### src/rtl/ialu_pkg.sv
// Shared types, codes and flag helpers for the 64-bit integer ALU.
`default_nettype none
package ialu_pkg;

   // Default depth of the queue between front and back end
   localparam int QUEUE_DEPTH_DEF = 4;

   // Port widths: request word 209 bits padded to 27 bytes, result word 17 bytes
   localparam int REQ_W = 216;
   localparam int RSP_W = 136;

   // Flag bit positions
   localparam int FL_CF = 0;
   localparam int FL_PF = 1;
   localparam int FL_ZF = 2;
   localparam int FL_SF = 3;
   localparam int FL_OF = 4;

   typedef enum logic [3:0] {
      CMD_ADD   = 4'd0,
      CMD_SUB   = 4'd1,
      CMD_CMP   = 4'd2,
      CMD_AND   = 4'd3,
      CMD_OR    = 4'd4,
      CMD_XOR   = 4'd5,
      CMD_TEST  = 4'd6,
      CMD_SHL   = 4'd7,
      CMD_SHR   = 4'd8,
      CMD_SAR   = 4'd9,
      CMD_MUL   = 4'd10,
      CMD_IMULW = 4'd11,
      CMD_IMUL  = 4'd12,
      CMD_IDIV  = 4'd13,
      CMD_BSF   = 4'd14,
      CMD_BSR   = 4'd15
   } cmd_type;

   // Multiply flavor carried down the back-end pipe
   typedef enum logic [1:0] {
      MK_NONE = 2'd0,
      MK_MUL  = 2'd1,
      MK_WIDE = 2'd2,
      MK_LOW  = 2'd3
   } mul_kind_type;

   typedef struct packed {
      logic is_div;
      logic div_zero;
      logic shift_zero;
   } cls_type;

   typedef struct packed {
      cmd_type     cmd;
      logic [63:0] a;
      logic [63:0] b;
      logic [63:0] dh;
      logic [5:0]  cnt;
      logic [4:0]  flags;
      cls_type     cls;
   } entry_type;

   typedef struct packed {
      logic [63:0] lo;
      logic [63:0] hi;
      logic        wl;
      logic        wh;
      logic [4:0]  flags;
      logic        err;
   } res_type;

   // PF, ZF and SF of a 64-bit result; CF and OF clear
   function automatic logic [4:0] szp(input logic [63:0] r);
      logic [4:0] f;
      f        = '0;
      f[FL_PF] = ~(^r[7:0]);
      f[FL_ZF] = (r == 64'd0);
      f[FL_SF] = r[63];
      return f;
   endfunction

endpackage
`default_nettype wire

### src/rtl/ialu_front.sv
// Front end: unpack the request word and classify the command.
`default_nettype none
module ialu_front (
   input  wire logic [ialu_pkg::REQ_W-1:0] req_word,
   output ialu_pkg::entry_type             entry
);
   import ialu_pkg::*;

   // Unpack fields and tag the classes the back end needs
   always_comb begin
      entry.cmd            = cmd_type'(req_word[3:0]);
      entry.a              = req_word[67:4];
      entry.b              = req_word[131:68];
      entry.dh             = req_word[195:132];
      entry.cnt            = req_word[201:196];
      entry.flags          = req_word[208:204];
      entry.cls.is_div     = (cmd_type'(req_word[3:0]) == CMD_IDIV);
      entry.cls.div_zero   = (req_word[131:68] == 64'd0);
      entry.cls.shift_zero = (req_word[201:196] == 6'd0);
   end

endmodule
`default_nettype wire

### config.mk
export PLATFORM = sky130hd
export DESIGN_NAME = ialu_front
export DESIGN_NICKNAME = d
export VERILOG_FILES = /design/src/rtl/ialu_pkg.sv /design/src/rtl/ialu_front.sv
export SDC_FILE = /design/constraint.sdc
export NUM_CORES = 1
export LEC_CHECK = 0
export CAP_MARGIN = 25
export CORE_AREA = 2 2 164 166
export DETAILED_ROUTE_END_ITERATION = 8
export DIE_AREA = 0 0 166 168
export DONT_BUFFER_PORTS = 1
export PLACE_DENSITY = 0.3
export SLEW_MARGIN = 20
export SYNTH_ARGS = -nofsm -noshare
export SYNTH_HDL_FRONTEND = slang
export SYNTH_SLANG_ARGS = --single-unit
### constraint.sdc
create_clock -name vclk -period 2.2
set_clock_uncertainty 0.15 [all_clocks]
set_input_delay 0.44 -clock vclk [all_inputs]
set_output_delay 0.44 -clock vclk [all_outputs]
set_load 0.01 [all_outputs]
# Word level (Yosys, flattened, before mapping)
# Index checks and enable logic that the tools add are counted.
[totals]
ff_bits = 0
in_bits = 216
output_inout_bits = 210
elab_cells = 3
[op_classes]
n_eq_ne = 1
n_reduce_logical = 2
[ops]
columns = ["operator", "count"]
rows = [
  ["$logic_not 64->1", 1],
  ["$logic_not 6->1", 1],
  ["$eq 4x4->1 const B", 1],
]

# Longest topological paths before layout
[depth]
depth_word = 1
mapped_depth = 3
ltp_nobuf = 3

# Worst setup path after synthesis
# No wires, ideal clock.
[synth_timing]
path_type = "input -> output"
start = "input req_word[199] (netlist name)"
end = "output entry[0] (netlist name)"
t_arrival_ps = 1218
required_time_ps = 1610
slack_ps = 392
cell_stages = 2
n_path_buf = 0
path_cell_list = "or4_1 > nor3_1"
[synth_lines]
columns = ["item", "line", "rtl"]
rows = [
  ["start: declaration", "ialu_front.sv:4", "input wire logic [ialu_pkg::REQ_W-1:0] req_word,"],
  ["end: declaration", "ialu_front.sv:5", "output ialu_pkg::entry_type entry"],
]

==> out/metrics.cfg <==
[sta]
timing.slew.headroom_pct=76.1
finalHoldViolCount=0
rsz0062_at_grt=false
fin_ws_ns=0.220
setup_viol_count_final=0
tightestPinTransition_ns=0.356
timing.fmax_ghz=0.505
maxSlewViolCount=0
fin_tns_setup_ns=0
final_min_period_over_clock_period_pct=90.0
layout_min_cycle_time_ns=1.98

[setup_path]
worstPathMaxFanout=2
largest_delay_contributor_family_on_the_critical_path=simple AND/OR/NAND/NOR gates
critical_path_sink_type=output port
cp_num_buf_inv=0
max_stage_delay_ns=0.44
timing_worst_setup_path_type=in2out
critical_path_stages=3
crit_chain=nor4_1 -> nand4_1 -> nor4_2
worst-endpoint-required_ns=1.61
worstPathArrival_ns=1.39
slowest_stage=sky130_fd_sc_hd__nor4_2
start_kind=input pin

[logic_synthesis]
synth_top_area_share_pct=90.3
synth_sequential_area_ratio_pct=0
netlist.top_cell.by_area=sky130_fd_sc_hd__buf_4
post_synthesis_cell_type_count=7
synth.net_count=447
synth_area_per_cell_um2=7.45
synthesis.yosys.warnings=0
synthesis.area_mm2=0.00172
synth.top_cells.by_area=sky130_fd_sc_hd__buf_4, sky130_fd_sc_hd__nor4_1, sky130_fd_sc_hd__nand4_1
postSynthCellCount=231

[global_routing]
grt.overflow.total=0
gr-usage-all-layers_pct=2.13
largest_net_degree_at_the_start_of_global_routing=3
antenna_found_initial=2
grt_first_pass_wirelength_mm=4.28
first_global_vias=640

[layout]
clock_buffer_instance_count_of_the_final_layout=0
mostFrequentLayoutCell=sky130_fd_sc_hd__nor4_1
layout.area.seq_um2=0
final_layout_size_suffix_gt1_share_pct=8.33
numSequentialCells=0
layout_common_cells=sky130_fd_sc_hd__nor4_1, sky130_fd_sc_hd__nand4_1, sky130_fd_sc_hd__nor4_2
area.growth.synth_to_final_pct=-65.2
nets=242

[placement]
port_buffers=0
place_congestion=0.483
preCtsSetupSlack_ns=0.139

[floorplanning]
num_rows=60
io_pins=426
die_area_mm2=0.0279
initial_core_util_pct=6.53
dieHeight_um=168
die_x_um=166
fp.coreArea_mm2=0.0264

[pwr]
vdd.ir_drop.worst_mv=0.00396
leakage_power_figure_nw=0.0164
power_density_mw_per_mm2=12.9

[min_path]
hold_path_class=in2out
timing.hold.worst_path_depth=0

[drt]
routed_wirelength_mm=3.61
antenna_violating_nets_post_route=0
dr.first_iter.drc_count=9
drt_drc_violations_left=0
wl_per_cell_um=9.84
post_drt_via_cell_ratio=1.56
detailroute.via_count=572
tritonroute_pass_1_iters=3

[flow_run]
cap_violations=0

[status]
status=completed

[cts]
cts.hold.buffers_added=0
cts_resized=0
post-cts-setup-buffers=0

[metrics by stage]
step | cells | hold WS (ns) | utilization (%) | power (mW) | instance area [um^2]
after floorplan | 231 | 0.781 | - | 0.395 | 1720
after global placement | 365 | 0.730 | 2.25 | 0.00760 | 593
after detailed placement | 365 | 0.730 | 2.25 | 0.00779 | 593
after CTS | 365 | 0.730 | 2.25 | 0.00779 | 593
after global routing | 367 | 0.730 | 2.27 | 0.00857 | 598
final | 367 | 0.730 | 2.27 | 0.00771 | 598
[final timing paths]
kind	start	to	slack (ns)
worst max-delay path	req_word[68]	entry[1]	0.22
worst min-delay path	req_word[129]	entry[139]	0.73
[layer usage]
metal | up-vias | part of all wire (%) | GRT usage (%)
met1 | 212 | 15 | 0.824
met3 | 85 | 17 | 0.987
li1 | 122 | - | -
met2 | 153 | 49 | 3.88
met4 | 0 | 19 | 4.23
met5 | - | 0 | 0
[cells in the mapped netlist, drive strengths merged]
| cell type | number |
|---|---|
| nor4 | 17 |
| or4 | 1 |
| nor3 | 1 |
| buf | 207 |
| nand4 | 4 |
| and4b | 1 |
[report_power, final]
group	total [mW]	switching [mW]	internal, mW
clock	0.000000121	0	0.000000121
combinational	0.00771	0.00276	0.00495
sequential	0	0	0
[area by class of cell]
type	count	area (um^2)
antenna	2	5.00
fill	3135	25800
tap	341	427
multi-input combinational	24	166
[kinds of logic after synthesis]
logic type | synth area share [%]
buffers and inverters | 90.3
AND/OR/NAND/NOR | 9.67
No activity file was read; power rests on OpenSTA's default activity.
