File: src/rtl/ialu_pkg.sv
// Shared types, codes and flag helpers for the 64-bit integer ALU.
`default_nettype none
package ialu_pkg;

   // Default depth of the queue between front and back end
   localparam int QUEUE_DEPTH_DEF = 4;

   // Port widths: request word 209 bits padded to 27 bytes, result word 17 bytes
   localparam int REQ_W = 216;
   localparam int RSP_W = 136;

   // Flag bit positions
   localparam int FL_CF = 0;
   localparam int FL_PF = 1;
   localparam int FL_ZF = 2;
   localparam int FL_SF = 3;
   localparam int FL_OF = 4;

   typedef enum logic [3:0] {
      CMD_ADD   = 4'd0,
      CMD_SUB   = 4'd1,
      CMD_CMP   = 4'd2,
      CMD_AND   = 4'd3,
      CMD_OR    = 4'd4,
      CMD_XOR   = 4'd5,
      CMD_TEST  = 4'd6,
      CMD_SHL   = 4'd7,
      CMD_SHR   = 4'd8,
      CMD_SAR   = 4'd9,
      CMD_MUL   = 4'd10,
      CMD_IMULW = 4'd11,
      CMD_IMUL  = 4'd12,
      CMD_IDIV  = 4'd13,
      CMD_BSF   = 4'd14,
      CMD_BSR   = 4'd15
   } cmd_type;

   // Multiply flavor carried down the back-end pipe
   typedef enum logic [1:0] {
      MK_NONE = 2'd0,
      MK_MUL  = 2'd1,
      MK_WIDE = 2'd2,
      MK_LOW  = 2'd3
   } mul_kind_type;

   typedef struct packed {
      logic is_div;
      logic div_zero;
      logic shift_zero;
   } cls_type;

   typedef struct packed {
      cmd_type     cmd;
      logic [63:0] a;
      logic [63:0] b;
      logic [63:0] dh;
      logic [5:0]  cnt;
      logic [4:0]  flags;
      cls_type     cls;
   } entry_type;

   typedef struct packed {
      logic [63:0] lo;
      logic [63:0] hi;
      logic        wl;
      logic        wh;
      logic [4:0]  flags;
      logic        err;
   } res_type;

   // PF, ZF and SF of a 64-bit result; CF and OF clear
   function automatic logic [4:0] szp(input logic [63:0] r);
      logic [4:0] f;
      f        = '0;
      f[FL_PF] = ~(^r[7:0]);
      f[FL_ZF] = (r == 64'd0);
      f[FL_SF] = r[63];
      return f;
   endfunction

endpackage
`default_nettype wire

File: src/rtl/ialu_queue.sv
// Small flop queue between the front and back ends.
`default_nettype none
module ialu_queue #(
   parameter int DEPTH = ialu_pkg::QUEUE_DEPTH_DEF
) (
   input  wire logic                 clock,
   input  wire logic                 reset,
   input  wire logic                 push,
   input  ialu_pkg::entry_type       push_entry,
   input  wire logic                 pop,
   output ialu_pkg::entry_type       head,
   output logic                      head_valid,
   output logic                      full,
   output logic [$clog2(DEPTH+1)-1:0] count
);
   import ialu_pkg::*;

   localparam int PTR_W = $clog2(DEPTH);
   localparam int CNT_W = $clog2(DEPTH+1);

   entry_type         mem_ff [DEPTH];
   logic [PTR_W-1:0]  wr_ff, wr_in, rd_ff, rd_in;
   logic [CNT_W-1:0]  cnt_ff, cnt_in;

   assign head       = mem_ff[rd_ff];
   assign head_valid = (cnt_ff != '0);
   assign full       = (cnt_ff == CNT_W'(DEPTH));
   assign count      = cnt_ff;

   // Advance pointers and occupancy
   always_comb begin
      wr_in  = wr_ff;
      rd_in  = rd_ff;
      cnt_in = cnt_ff;
      if (push) begin
         wr_in = (wr_ff == PTR_W'(DEPTH-1)) ? '0 : wr_ff + 1'b1;
      end
      if (pop) begin
         rd_in = (rd_ff == PTR_W'(DEPTH-1)) ? '0 : rd_ff + 1'b1;
      end
      if (push && !pop) begin
         cnt_in = cnt_ff + 1'b1;
      end else if (pop && !push) begin
         cnt_in = cnt_ff - 1'b1;
      end
   end

   always_ff @(posedge clock) begin
      if (reset) begin
         wr_ff  <= '0;
         rd_ff  <= '0;
         cnt_ff <= '0;
      end else begin
         wr_ff  <= wr_in;
         rd_ff  <= rd_in;
         cnt_ff <= cnt_in;
      end
   end

   // Store the pushed word
   always_ff @(posedge clock) begin
      if (push) begin
         mem_ff[wr_ff] <= push_entry;
      end
   end

endmodule
`default_nettype wire

File: config.mk
export PLATFORM = sky130hd
export DESIGN_NAME = ialu_queue
export DESIGN_NICKNAME = d
export VERILOG_FILES = /design/src/rtl/ialu_pkg.sv /design/src/rtl/ialu_queue.sv
export SDC_FILE = /design/constraint.sdc
export NUM_CORES = 1
export LEC_CHECK = 0
export BUFFER_PORTS_ARGS = -buffer_cell sky130_fd_sc_hd__buf_4
export CORE_ASPECT_RATIO = 1.4
export CORE_MARGIN = 3
export CORE_UTILIZATION = 30
export CTS_BUF_LIST = sky130_fd_sc_hd__clkbuf_4
export CTS_CLUSTER_SIZE = 16
export DETAILED_ROUTE_END_ITERATION = 10
export PLACE_DENSITY = 0.51
export SYNTH_ARGS = -nofsm -noshare
export SYNTH_HDL_FRONTEND = slang
export SYNTH_SLANG_ARGS = --single-unit
File: constraint.sdc
create_clock -name clock -period 7.5 [get_ports clock]
set_input_delay 0.75 -clock clock [delete_from_list [all_inputs] [get_ports clock]]
set_output_delay 0.75 -clock clock [all_outputs]
set_load 0.03 [all_outputs]
# Word level (Yosys, flattened, before mapping)
# Memory sizes are Yosys's and may differ from the RTL's. A register that Yosys moved wholly into a read port is not among the register bits.
# Index checks and enable logic that the tools add are counted.
dict set report totals {
  regBits 7
  ram_bits 840
  word_cells 25
  mem_count 1
}
# name depth width rd rd_clocked_by_memory_dff wr line
set memory_table {}
lappend memory_table {mem_ff 4 210 1 1 1 ialu_queue.sv:21} ;# entry_type mem_ff [DEPTH];
dict set report classes {
  n_addsub 4
  n_eq_ne 3
  muxes 8
  n_reduce_logical 6
}
# op count
set op_table {}
lappend op_table {{2-to-1 mux 2 bit} 4}
lappend op_table {{2-to-1 mux 3 bit} 2}
lappend op_table {{adder 2 x 1 -> 2 bit (second input constant)} 2}
lappend op_table {{== test 2 bit (second input constant)} 2}
lappend op_table {{adder 3 x 1 -> 3 bit (second input constant)} 1}
lappend op_table {{== test 3 bit (second input constant)} 1}
lappend op_table {{nonzero test 3 bit} 1}
lappend op_table {{subtractor 3 x 1 -> 3 bit (second input constant)} 1}
lappend op_table {{logical AND 1 bit} 2}
lappend op_table {{zero test 1 bit} 2}
lappend op_table {{2-to-1 mux 1 bit} 2}
lappend op_table {{nonzero test 2 bit} 1}

# Logic depth before layout (Yosys ltp)
dict set report logic_depth {
  depth_word 4
  ltp_mapped 7
}

# Least setup slack after synthesis
# Ideal clock, no wire load.
dict set report synth_timing {
  path_kind {input port to flip-flop}
  start {input port push}
  end {memory mem_ff[0][0] (netlist bit), enable pin}
  setup_ps 596
  arrival_ps 5511
  required_ps 6904
  slack_ps 1394
  path_stages 1
  path_cell_list {and2_1}
}
dict set report synth_between {
  elab_chain_len 2
}
# item line
set synth_rtl {}
lappend synth_rtl {{start, declared} ialu_queue.sv:8} ;# input wire logic push,
lappend synth_rtl {{2-to-1 mux 1 bit} ialu_queue.sv:62} ;# if (push) begin
lappend synth_rtl {{2-to-1 mux 1 bit (not written as such)} ialu_queue.sv:63} ;# mem_ff[wr_ff] <= push_entry;
lappend synth_rtl {{end, declared} ialu_queue.sv:21}
# Every way passes these cells.

==> run summary <==
DR vias/cell - 4.43
Final worst path period share - 0.602
Inserted Clock Buffers - 209
I/O Buffers - 428
Die height - 386 um
Aggregate global routing overflow - 0
Post-synthesis sequential area ratio - 0.820
Ys flop type - edfxtp_1
R2R depth - 3
Worst Path Arrival - 3760 ps
Required @ worst endpoint - 6750 ps
Post-synth ARST share - 0
WHS Path Cells - 2
Final setup fails - 0
CTS tree - done
Static leakage - 0.0137 uW
Maximum vdd drop - 0.135 mV
Clock-pin slew on the worst setup and hold paths - 70 ps
Max FO, Critical Path - 37
Die X - 278 um
Pin count of the biggest net entering global routing - 111
Gr usage total - 0.132
Max-Cap Viols - 0
Top-count cell post-synth - edfxtp_1
Fmax - 222 MHz
Antenna violations before repair - 8
CP top delay family - buffers and inverters
#FFs+latches synth - 849
Drt first pass iters - 4
Crit. path cell count - 4
Final Skew - 51.7 ps
Most frequent CP cell - buf_4
Relative slew margins - 0.331
Die ar. - 107000 sq um
Slew @ Worst Pin - 1000 ps
Synthesized area per cell - 27.1 sq um
Latest clock arrival within the worst-skew pair - 1050 ps
Outcome - completed
ANT nets after route - 0
RSZ-0062 raised after global routing - no
Vias in the first global route - 17411
Syn Inst Count - 1141
Worst setup EP type - output pin
Critical-path cell list - buf_4 -> buf_4 -> mux4_2 -> buf_4
Worst slack at placement - 3840 ps
Clk buf depth - 3
Hold Path Origin - push_entry[69]
Setup crit start kind - flop
Post-CTS Setup Repair Bufs - 0
Fraction of layout cells with a size suffix above 1 - 0.465
Final number of hold-violating endpoints - 0
Synth area leader - edfxtp_1
Crit-path max cell delay - 690 ps
Worst flop-to-flop path startpoint - wr_ff[0]$_SDFFE_PP0P_
Area share of the largest cell type after synthesis - 0.815
Post-Route WL - 70800 um
Fill count - 9207
CP Buf/Inv Count - 3
Setup ws final - 2990 ps
Clk sinks - 849
DR iter-0 viols - 790
Minimum clock period - 4510 ps
Via count - 15327
# H-tree levels - 4
P per Cell Area - 263 nW/um^2
EDFF count, synth - 840
First-pass GRT wire length - 106000 um
Starting Density - 0.304
Core Footprint - 102000 sq um
Area of the multi-input gates - 4990 sq um
DR WL/cell - 20.5 um
Crit path max-delay cell type - buf_4
# DRC - 0
Fin Hold WS - 431 ps
I/O pins - 429
Synthesized Nets - 1362
Pins Over Slew Limit - 0
Cell row count - 138
TNS Setup - 0 ps
Syn. warnings - 0
Crit Path Class - reg2out
Nets - 2182
FF/Latch Area - 25400 sq um
Synthesized area - 31000 sq um
Worst Hold Class - in2reg
Yosys cell types - 19
Leading post-synthesis cells by instance count - 840 x edfxtp_1, 210 x mux4_2, 22 x buf_12, 20 x buf_2, 9 x dfxtp_1
Root Buffer - clkbuf_4
RePlAce Congestion - 0.720
Hpwl dp - 42100 um
Synth top area cells - edfxtp_1 81%, mux4_2 15%, buf_12 1.4%, dfxtp_1 0.58%, buf_2 0.32%
Area grow syn2layout - 30.1%
[sequential cells by signal (all words and copies together) (netlist names), named ones only]
name,cells
mem_ff,840
rd_ff,2
count,3
wr_ff,2
[report_power, final]
part / switching, uW / total, uW / internal [uW]
registers: 55.4 / 5500 / 5440
clock network: 1790 / 3740 / 1950
logic: 780 / 1350 / 570
[area by class of cell]
type / count / share of cell area
sequential: 849 / 0.631
timing repair buffer: 656 / 0.137
multi-input combinational: 241 / 0.124
clock buffer: 300 / 0.0559
tap: 1330 / 0.0413
clock inverter: 71 / 0.0102
inverter: 4 / 0.000373
antenna: 6 / 0.000373
[worst paths after layout]
kind / end / slack [ps]
worst max-delay path: head[85] / 2990
worst min-delay path: mem_ff[2][69]$_DFFE_PP_ / 430
worst max register to register: mem_ff[3][88]$_DFFE_PP_ / 4790
worst min register to register: count[2]$_SDFFE_PP0P_ / 530
[cells by family after synthesis]
group	Yosys count	synth area share
XOR/XNOR	2	0.000566
AND/OR/NAND/NOR	15	0.00255
flip-flops	849	0.820
adder cells (fa/ha/maj)	7	0.00307
AO/OA/AOI/OAI	3	0.000485
buffers and inverters	51	0.0189
multiplexers	214	0.154
[cells in the final DEF (no fill, tap or decap), types with 3 or more instances in the layout]
master and count:
and2_4 4, clkinv_1 44, mux4_2 210, inv_6 4, diode_2 6, ha_1 6, clkinvlp_4 4, buf_4 437
bufinv_16 3, nor2_1 7, clkbuf_4 300, edfxtp_1 840, mux2i_1 4, inv_1 4, dlygate4sd3_1 213, dfxtp_1 7
clkinv_2 14, buf_12 6
[per-layer routing]
| layer | global-route usage | wire length (um) | vias up |
|---|---|---|---|
| met5 | 0 | 27 | - |
| met4 | 0.0613 | 2270 | 4 |
| met3 | 0.0439 | 4540 | 145 |
| met2 | 0.227 | 36800 | 491 |
| met1 | 0.150 | 27200 | 7937 |
| li1 | - | - | 6750 |
[worst reg2reg max path: stages, from the launching register on]
cell and delay, ps:
dfxtp_1 410, ha_1 200, and2_4 750, buf_4 900
[per-stage QoR]
| step | cell area (sq um) | util | power, uW | std cells |
|---|---|---|---|---|
| 3_3_place_gp | 35500 | 0.349 | 6860 | 2867 |
| 5_1_grt | 40300 | 0.396 | 11100 | 3455 |
| 3_5_place_dp | 35500 | 0.349 | 6890 | 2867 |
| 2_1_floorplan | 31000 | - | 6390 | 1141 |
| 6_report | 40300 | 0.396 | 10600 | 3457 |
| 4_1_cts | 40300 | 0.396 | 10800 | 3451 |
[timing repair]
item                                   CTS  global route
gates resized for setup                  0             0
hold buffers                           213             0
setup endpoints to repair                0             0
endpoints found under the hold margin  849             0
(Power assumes the default switching activity.)
