===== src/rtl/ialu_pkg.sv =====
// Shared types, codes and flag helpers for the 64-bit integer ALU.
`default_nettype none
package ialu_pkg;

   // Default depth of the queue between front and back end
   localparam int QUEUE_DEPTH_DEF = 4;

   // Port widths: request word 209 bits padded to 27 bytes, result word 17 bytes
   localparam int REQ_W = 216;
   localparam int RSP_W = 136;

   // Flag bit positions
   localparam int FL_CF = 0;
   localparam int FL_PF = 1;
   localparam int FL_ZF = 2;
   localparam int FL_SF = 3;
   localparam int FL_OF = 4;

   typedef enum logic [3:0] {
      CMD_ADD   = 4'd0,
      CMD_SUB   = 4'd1,
      CMD_CMP   = 4'd2,
      CMD_AND   = 4'd3,
      CMD_OR    = 4'd4,
      CMD_XOR   = 4'd5,
      CMD_TEST  = 4'd6,
      CMD_SHL   = 4'd7,
      CMD_SHR   = 4'd8,
      CMD_SAR   = 4'd9,
      CMD_MUL   = 4'd10,
      CMD_IMULW = 4'd11,
      CMD_IMUL  = 4'd12,
      CMD_IDIV  = 4'd13,
      CMD_BSF   = 4'd14,
      CMD_BSR   = 4'd15
   } cmd_type;

   // Multiply flavor carried down the back-end pipe
   typedef enum logic [1:0] {
      MK_NONE = 2'd0,
      MK_MUL  = 2'd1,
      MK_WIDE = 2'd2,
      MK_LOW  = 2'd3
   } mul_kind_type;

   typedef struct packed {
      logic is_div;
      logic div_zero;
      logic shift_zero;
   } cls_type;

   typedef struct packed {
      cmd_type     cmd;
      logic [63:0] a;
      logic [63:0] b;
      logic [63:0] dh;
      logic [5:0]  cnt;
      logic [4:0]  flags;
      cls_type     cls;
   } entry_type;

   typedef struct packed {
      logic [63:0] lo;
      logic [63:0] hi;
      logic        wl;
      logic        wh;
      logic [4:0]  flags;
      logic        err;
   } res_type;

   // PF, ZF and SF of a 64-bit result; CF and OF clear
   function automatic logic [4:0] szp(input logic [63:0] r);
      logic [4:0] f;
      f        = '0;
      f[FL_PF] = ~(^r[7:0]);
      f[FL_ZF] = (r == 64'd0);
      f[FL_SF] = r[63];
      return f;
   endfunction

endpackage
`default_nettype wire


===== src/rtl/ialu_div.sv =====
// Radix-2 restoring divider for signed 128/64 division, one bit per cycle.
`default_nettype none
module ialu_div (
   input  wire logic        clock,
   input  wire logic        reset,
   input  wire logic        start,
   input  wire logic        ack,
   input  wire logic [63:0] a,
   input  wire logic [63:0] b,
   input  wire logic [63:0] dh,
   output logic             busy,
   output logic             done,
   output logic [63:0]      quot,
   output logic [63:0]      rem
);
   import ialu_pkg::*;

   typedef enum logic [2:0] {
      DIV_IDLE = 3'b001,
      DIV_RUN  = 3'b010,
      DIV_DONE = 3'b100
   } div_state_type;

   div_state_type state_ff, state_in;
   logic [127:0]  num_ff, num_in;
   logic [63:0]   rem_ff, rem_in;
   logic [63:0]   dv_ff, dv_in;
   logic [6:0]    step_ff, step_in;
   logic [64:0]   shifted;
   logic          take;

   assign busy = (state_ff == DIV_RUN);
   assign done = (state_ff == DIV_DONE);
   assign quot = num_ff[63:0];
   assign rem  = rem_ff;

   // One shift-compare-subtract step
   assign shifted = {rem_ff, num_ff[127]};
   assign take    = shifted[64] || (shifted[63:0] >= dv_ff);

   always_comb begin
      state_in = state_ff;
      num_in   = num_ff;
      rem_in   = rem_ff;
      dv_in    = dv_ff;
      step_in  = step_ff;
      case (state_ff)
         DIV_IDLE: begin
            if (start) begin
               // Load magnitudes of dividend and divisor
               if (dh[63]) begin
                  num_in = {~dh + {63'd0, (a == 64'd0)}, 64'd0 - a};
               end else begin
                  num_in = {dh, a};
               end
               dv_in    = b[63] ? 64'd0 - b : b;
               rem_in   = '0;
               step_in  = 7'd127;
               state_in = DIV_RUN;
            end
         end
         DIV_RUN: begin
            rem_in  = take ? shifted[63:0] - dv_ff : shifted[63:0];
            num_in  = {num_ff[126:0], take};
            step_in = step_ff - 1'b1;
            if (step_ff == 7'd0) begin
               state_in = DIV_DONE;
            end
         end
         DIV_DONE: begin
            if (ack) begin
               state_in = DIV_IDLE;
            end
         end
         default: state_in = DIV_IDLE;
      endcase
   end

   always_ff @(posedge clock) begin
      if (reset) begin
         state_ff <= DIV_IDLE;
      end else begin
         state_ff <= state_in;
      end
   end

   always_ff @(posedge clock) begin
      num_ff  <= num_in;
      rem_ff  <= rem_in;
      dv_ff   <= dv_in;
      step_ff <= step_in;
   end

endmodule
`default_nettype wire


===== config.mk =====
export PLATFORM = sky130hd
export DESIGN_NAME = ialu_div
export DESIGN_NICKNAME = d
export VERILOG_FILES = /design/src/rtl/ialu_pkg.sv /design/src/rtl/ialu_div.sv
export SDC_FILE = /design/constraint.sdc
export NUM_CORES = 1
export LEC_CHECK = 0
export BUFFER_PORTS_ARGS = -buffer_cell sky130_fd_sc_hd__buf_2
export CELL_PAD_IN_SITES_DETAIL_PLACEMENT = 1
export CELL_PAD_IN_SITES_GLOBAL_PLACEMENT = 1
export CORE_AREA = 5 5 211 213
export CTS_CLUSTER_SIZE = 40
export DETAILED_ROUTE_END_ITERATION = 7
export DIE_AREA = 0 0 216 218
export PLACE_DENSITY_LB_ADDON = 0.1
export SYNTH_ARGS = -nofsm -noshare
export SYNTH_HDL_FRONTEND = slang
export SYNTH_SLANG_ARGS = --single-unit
export TNS_END_PERCENT = 1

===== constraint.sdc =====
create_clock -name clock -period 15.26 [get_ports clock]
set_input_delay 2.289 -clock clock [delete_from_list [all_inputs] [get_ports clock]]
set_output_delay 2.289 -clock clock [all_outputs]
set_load 0.02 [all_outputs]

# Word-level counts from Yosys, hierarchy flattened
# Cells that the tools add are included.
# W data, S select, Z words.
# totals
output_inout_bits	130
wordCells	39
regBits	266
# classes
magnitude_cmp	1
n_mux	13
n_eq_ne	6
reduce_logical	7
bitwise	1
addsub	5
# ops
op	n
$mux W128	2
$pmux W128 S2	1
$mux W64	2
$pmux W64 S2	1
$sub A1 B64 Y64 const A	2
$add A64 B1 Y64	1
$ge A64 B64 Y1	1
$logic_not A64 Y1	1
$not A64 Y64	1
$sub A64 B64 Y64	1
$mux W63	1
$pmux W7 S2	1
$mux W3	3
$pmux W3 S3	1
$logic_not A7 Y1	1
$mux W7	1
$sub A7 B1 Y7 const B	1
$ne A2 B2 Y1 const B	2
$reduce_and A2 Y1	2
$eq A3 B1 Y1 const B	1
$eq A3 B2 Y1 const B	1
$eq A3 B3 Y1 const B	1
$reduce_and A3 Y1	1
$ne A2 B1 Y1 const B	1
other kinds (2)	2

# Longest topological paths before layout
# Gate-level depths: netlist (run 1).
# logic_depth
ltp_word	5
ltp_mapped	21

# Worst setup path before layout (run 1)
# OpenSTA, ideal clock, no wires.
# synth_path
path_type	input -> register
start	in a[27]
end	reg num_ff[126], data pin
setup_ps	268
arrival_ps	7268
n_path_buf	0
slack_ps	7724
path_stages	20
cell_sequence	or4_1 -> or4_1 -> nor2_1 -> nand3_1 -> or3_1 -> nor3_1 -> nand2_1 -> nor4_1 -> ha_1 -> ha_1 -> or3b_2 -> nor4_1 -> nand3_1 -> nor2_1 -> nand4_1 -> or2_2 -> or3_1 -> o41ai_1 -> xor2_1 -> o21ai_0
# synth_via
elab_chain_len	5
# synth_lines
element	line	source
from (decl)	ialu_div.sv:8	input wire logic [63:0] a,
$logic_not A64 Y1	ialu_div.sv:52	num_in = {~dh + {63'd0, (a == 64'd0)}, 64'd0 - a};
$add A64 B1 Y64	ialu_div.sv:52	
$mux W128	ialu_div.sv:51	if (dh[63]) begin
$mux W128	ialu_div.sv:49	if (start) begin
$pmux W128 S2	ialu_div.sv:47	case (state_ff)
named net num_in[126]	ialu_div.sv:25	logic [127:0] num_ff, num_in;
to (signal assigned)	ialu_div.sv:88	num_ff <= num_in;
to (decl)	ialu_div.sv:25	
# The timed path passes the listed nets, and every way through them passes these cells. The select of a mux whose other input is x is not followed.
# A chain may end at the register's enable or synchronous reset.

# Worst setup path after layout (run 1)
# Ends and elaborated chain as after synthesis.

==> results.ini, run 1 <==
[outcome]
status = finished clean

[logic_synthesis]
syn_avg_cell_area_um2 = 9.08
ys_types = 70
netlist_area_um2 = 18800
synth_seq_area_share = 0.422
synth_edf_count = 263
yosysTopAreaCell = edfxtp_1
synth_nets = 2342
yosys_warnings = 0
synth_seq_cells = 266
synthCells = 2075
synth.area.top_cells = edfxtp_1 42%, o21ai_0 6.5%, nand2_1 6.3%
yosysTopAreaCellShare = 0.419
async_flop_share = 0
synth_ff_type = edfxtp_1

[global_routing]
antenna_found_initial = 16
grt_max_degree = 112
grt_pass1_vias = 16600
grt_overflow = 0
grt_pass1_wl_um = 93800
grt_usage = 0.250

[sta]
slew_headroom = 0.258
fmaxAchievable_mhz = 122
setup_tns_ps = 0
slew_viol_final = 0
layout_setup_ws_ps = 7030
rsz0062_at_grt = no
worst_pin_slew_ps = 1110
min_period_ps = 8230
worst_hold_slack_ps = 491
hold_viol_final = 0
finalCritPeriodShare = 0.539
fin_skew_ps = 13.3
finalSetupViolCount = 0

[cts]
clk_pin_slew_worst_paths_ps = 60
root_buffer = clkbuf_16
cts_setup_buffers = 0
cts_sinks = 266
cts_hold_buf = 0
clockBufferDepth = 3
cts_tree = yes
cts_buffers = 34
h-tree-depth = 2
cts_resized = 0
worstSkewPairLatency_ps = 540

[layout]
drive_gt1_frac = 0.183
post-route-util = 0.506
fill_cells = 5012
syn_to_final_growth_pct = 14.0
nets = 2546
mostFrequentLayoutCell = buf_2
final_cells = 2859
fin_area_um2 = 21500
final_cell_mix = 324 x buf_2, 316 x nand2_1, 263 x edfxtp_1
multi_input_area_um2 = 9660
seq_area_um2 = 7960

[critical_path]
worstPathRequired_ps = 15500
crit_fanout = 6
crit_chain = buf_2 -> or4_1 -> or4_1 -> nor2_1 -> nand3_1 -> or3_1 -> nor3_1 -> nand2_1 -> nor4_1 -> ha_1 -> ha_1 -> or3b_2 -> nor4_1 -> nand3_1 -> nor2_1 -> nand4_1 -> or2_2 -> or3_1 -> o41ai_1 -> xor2_1 -> o21ai_0
cpMaxStageDelayCell = or4_1
path_buf_inv = 1
setup.worst_path.end_class = flip-flop
worst_ep_arrival_time_ps = 8470
crit_family = simple AND/OR/NAND/NOR gates
max_stage_delay_ps = 620
start_kind = input port
crit_start = a[27]
worstReg2RegStart = rem[6]$_SDFFCE_PN0P_
crit_type = in -> reg

[pwr]
leakage_nw = 8.30
pwr_density_cell_nw_per_um2 = 107
irDropWorstVdd_mv = 0.0848
power_mw = 2.29

[drt]
vias = 16200
m1WireLength_um = 26700
routedWlPerCell_um = 21.3
route.detailed.drc = 0
drtAntennaViolNets = 0
drt-total-wl_um = 60800
wl_met2_um = 28700
first_pass_iters = 5
top_layer = met5
via_per_inst = 5.67
routed-wl-met3_um = 3480
dr.first_iter.drc_count = 932

[place]
gp_congestion = 0.941
io_buffers = 325
place_ws_ps = 6480
dp_hpwl_um = 46900
dpl-instance-area_um2 = 20400
dp_cells = 2789

[hold_path]
hold_class = reg -> reg
hold_start = state_ff[0]$_SDFFE_PP1P_

[job]
drv_cap = 0

[floorplanning]
die_y_um = 218
core_um2 = 42500
initial_core_util = 0.443
ios = 326
die_x_um = 216
die-area_um2 = 47100
core.rowCount = 76

## report_power, final
| group | internal, mW | leakage (nW) | switching (mW) |
|---|---|---|---|
| logic | 0.199 | 5.23 | 0.376 |
| clock network | 0.472 | 0.522 | 0.317 |
| registers | 0.893 | 2.54 | 0.0346 |
## sequential cells by signal, indices dropped and copies added, names as in the netlist
signal    count
num_ff      128
dv_ff        64
step_ff       7
state_ff      3
rem          64
## routing by layer
metal / global-route usage / vias to the layer above
met2: 0.414 / 371
met1: 0.326 / 7861
met5: 0 / -
li1: - / 7862
met4: 0.0829 / 16
met3: 0.0546 / 104
## synthesized netlist by cell type, types with 3 or more instances
library cell and number:
ha_1 70, and2_1 4, a211oi_1 16, nor4_1 16
nor2b_1 9, xnor2_1 110, o21bai_1 18, o22ai_1 3
nor3_1 20, nand2_1 317, buf_4 64, o21ai_0 244
a31oi_1 8, dfxtp_1 3, o41ai_1 33, nand3_1 37
a21o_1 37, o211ai_1 4, or4_1 31, inv_1 97
nand4_1 34, clkbuf_1 96, or2_2 14, mux2i_1 3
o21a_1 6, xor2_1 135, nand2b_1 16, buf_1 8
a221oi_1 3, or4_4 7, edfxtp_1 263, and3_1 4
a21oi_1 133, a21boi_0 4, or3_1 27, o31ai_1 51
nor2_1 83, o31a_1 4, nor4b_1 3
## area by class of cell
class | count | area share
Tap cell | 546 | 0.0318
Multi-Input combinational cell | 1541 | 0.450
Antenna cell | 9 | 0.00105
Timing Repair Buffer | 337 | 0.0800
Clock buffer | 44 | 0.0423
Sequential cell | 266 | 0.370
Inverter | 99 | 0.0175
Clock inverter | 17 | 0.00757
## worst paths after layout
check,to,depth (start not counted),slack [ps]
hold reg to reg,state_ff[2]$_SDFFE_PP0P_,1,490
setup reg to reg,rem[41]$_SDFFCE_PN0P_,11,10660
setup / recovery,num_ff[126]$_DFFE_PP_,21,7030
hold / removal,state_ff[2]$_SDFFE_PP0P_,1,490
## kinds of logic after synthesis
group	share of synthesized area
adder cells (fa/ha/maj)	0.0475
flip-flops	0.422
multiplexers	0.00219
AND/OR/NAND/NOR	0.161
XOR/XNOR	0.114
buffers and inverters	0.0662
AO/OA/AOI/OAI	0.187
Note: power is estimated with default switching activity, not from simulation.
==> run 2: changes to the inputs <==
Settings changed: CORE_AREA 5 5 211 213 to 5 5 226 228, DIE_AREA 0 0 216 218 to 0 0 231 233.
Clock period 15.26 ns to 6.7 ns, I/O delays scaled along.
==> results.ini, run 2 (synthesis results as in run 1) <==
[drt]
vias = 16400
first_pass_iters = 5
dr.first_iter.drc_count = 813
routedWlPerCell_um = 20.9
drt-total-wl_um = 61900
via_per_inst = 5.55
drtAntennaViolNets = 0
route.detailed.drc = 0

[cts]
cts_resized = 0
root_buffer = clkbuf_16
clockBufferDepth = 3
cts_tree = yes
cts_hold_buf = 0
cts_setup_buffers = 0
clk_pin_slew_worst_paths_ps = 60
cts_sinks = 266
worstSkewPairLatency_ps = 560
h-tree-depth = 2
cts_buffers = 34

[critical_path]
worst_ep_arrival_time_ps = 6450
setup.worst_path.end_class = flip-flop
crit_fanout = 5
crit_type = in -> reg
worstPathRequired_ps = 6970
start_kind = input port

[sta]
worst_pin_slew_ps = 1030
min_period_ps = 6180
finalCritPeriodShare = 0.922
hold_viol_final = 0
setup_tns_ps = 0
worst_hold_slack_ps = 485
slew_headroom = 0.309
layout_setup_ws_ps = 520
fmaxAchievable_mhz = 162
rsz0062_at_grt = no
slew_viol_final = 0
fin_skew_ps = 18.8
finalSetupViolCount = 0

[pwr]
power_mw = 5.25
pwr_density_cell_nw_per_um2 = 241
irDropWorstVdd_mv = 0.127
leakage_nw = 8.41

[layout]
nets = 2566
drive_gt1_frac = 0.190
mostFrequentLayoutCell = buf_2
seq_area_um2 = 7960
top_register = num_ff
fill_cells = 5779
largest_reg_flops = 128
final_cell_mix = 324 x buf_2, 316 x nand2_1, 263 x edfxtp_1
multi_input_area_um2 = 9660
syn_to_final_growth_pct = 15.5

[floorplanning]
die_x_um = 231
core.rowCount = 81
die_y_um = 233
core_um2 = 48600
die-area_um2 = 53800
ios = 326
initial_core_util = 0.387

[outcome]
status = finished clean

[place]
dp_hpwl_um = 46500
place_ws_ps = -28.7
io_buffers = 325
gp_congestion = 0.857

[global_routing]
grt_pass1_vias = 17300
grt_max_degree = 170
grt_overflow = 0
grt_usage = 0.221
grt_pass1_wl_um = 95700
antenna_found_initial = 14

[hold_path]
hold_class = reg -> reg

[job]
drv_cap = 0

-- run 2: path summary, 6_finish.rpt --
kind	startpoint	depth (start not counted)	slack, ps	to
hold reg to reg	state_ff[0]$_SDFFE_PP1P_	1	480	state_ff[2]$_SDFFE_PP0P_
hold / removal	state_ff[0]$_SDFFE_PP1P_	1	480	state_ff[2]$_SDFFE_PP0P_
setup / recovery	a[2]	22	520	num_ff[126]$_DFFE_PP_
setup reg to reg	rem[7]$_SDFFCE_PN0P_	11	2380	rem[63]$_SDFFCE_PN0P_
-- run 2: per-stage QoR --
| step | instances | utilization | instance area (um^2) |
|---|---|---|---|
| global placement | 2885 | 0.425 | 20700 |
| global route | 2951 | 0.447 | 21800 |
| finish | 2955 | 0.447 | 21800 |
| detailed placement | 2885 | 0.425 | 20700 |
| CTS | 2945 | 0.447 | 21700 |
| floorplan | 2075 | - | 18800 |
-- run 2: layer usage --
layer | wire length, um | vias to the layer above | GRT usage | part of all wire
met5 | 27 | - | 0 | 0.00044
met4 | 1650 | 4 | 0.0693 | 0.027
met3 | 3200 | 96 | 0.0430 | 0.052
met2 | 30200 | 335 | 0.379 | 0.49
met1 | 26800 | 8082 | 0.283 | 0.43
li1 | - | 7898 | - | -
-- run 2: final cells by class --
type	instances	area share
inverter	99	0.0173
antenna	10	0.00115
tap	622	0.0358
clock inverter	18	0.00816
sequential	266	0.366
clock buffer	42	0.0415
multi-input combinational	1541	0.444
timing repair buffer	357	0.0865
-- run 2: worst max-delay path: stages --
cell and delay [ps]:
buf_2 130, or4_1 600, nor4_1 240, buf_4 210, nand4_1 200, or3_1 450
nor3_1 210, nand2_1 110, nor4_1 310, ha_1 250, ha_1 180, or3b_2 500
nor4_1 190, buf_4 180, nand3_1 100, nor2_1 180, nand4_1 160, or2_2 330
or3_1 340, o41ai_1 310, xor2_1 170, o21ai_0 80
-- run 2: power breakdown --
group          switching [mW]  internal (mW)
clock                   0.763           1.08
combinational           0.844          0.459
sequential             0.0767           2.03
total                    1.68           3.57
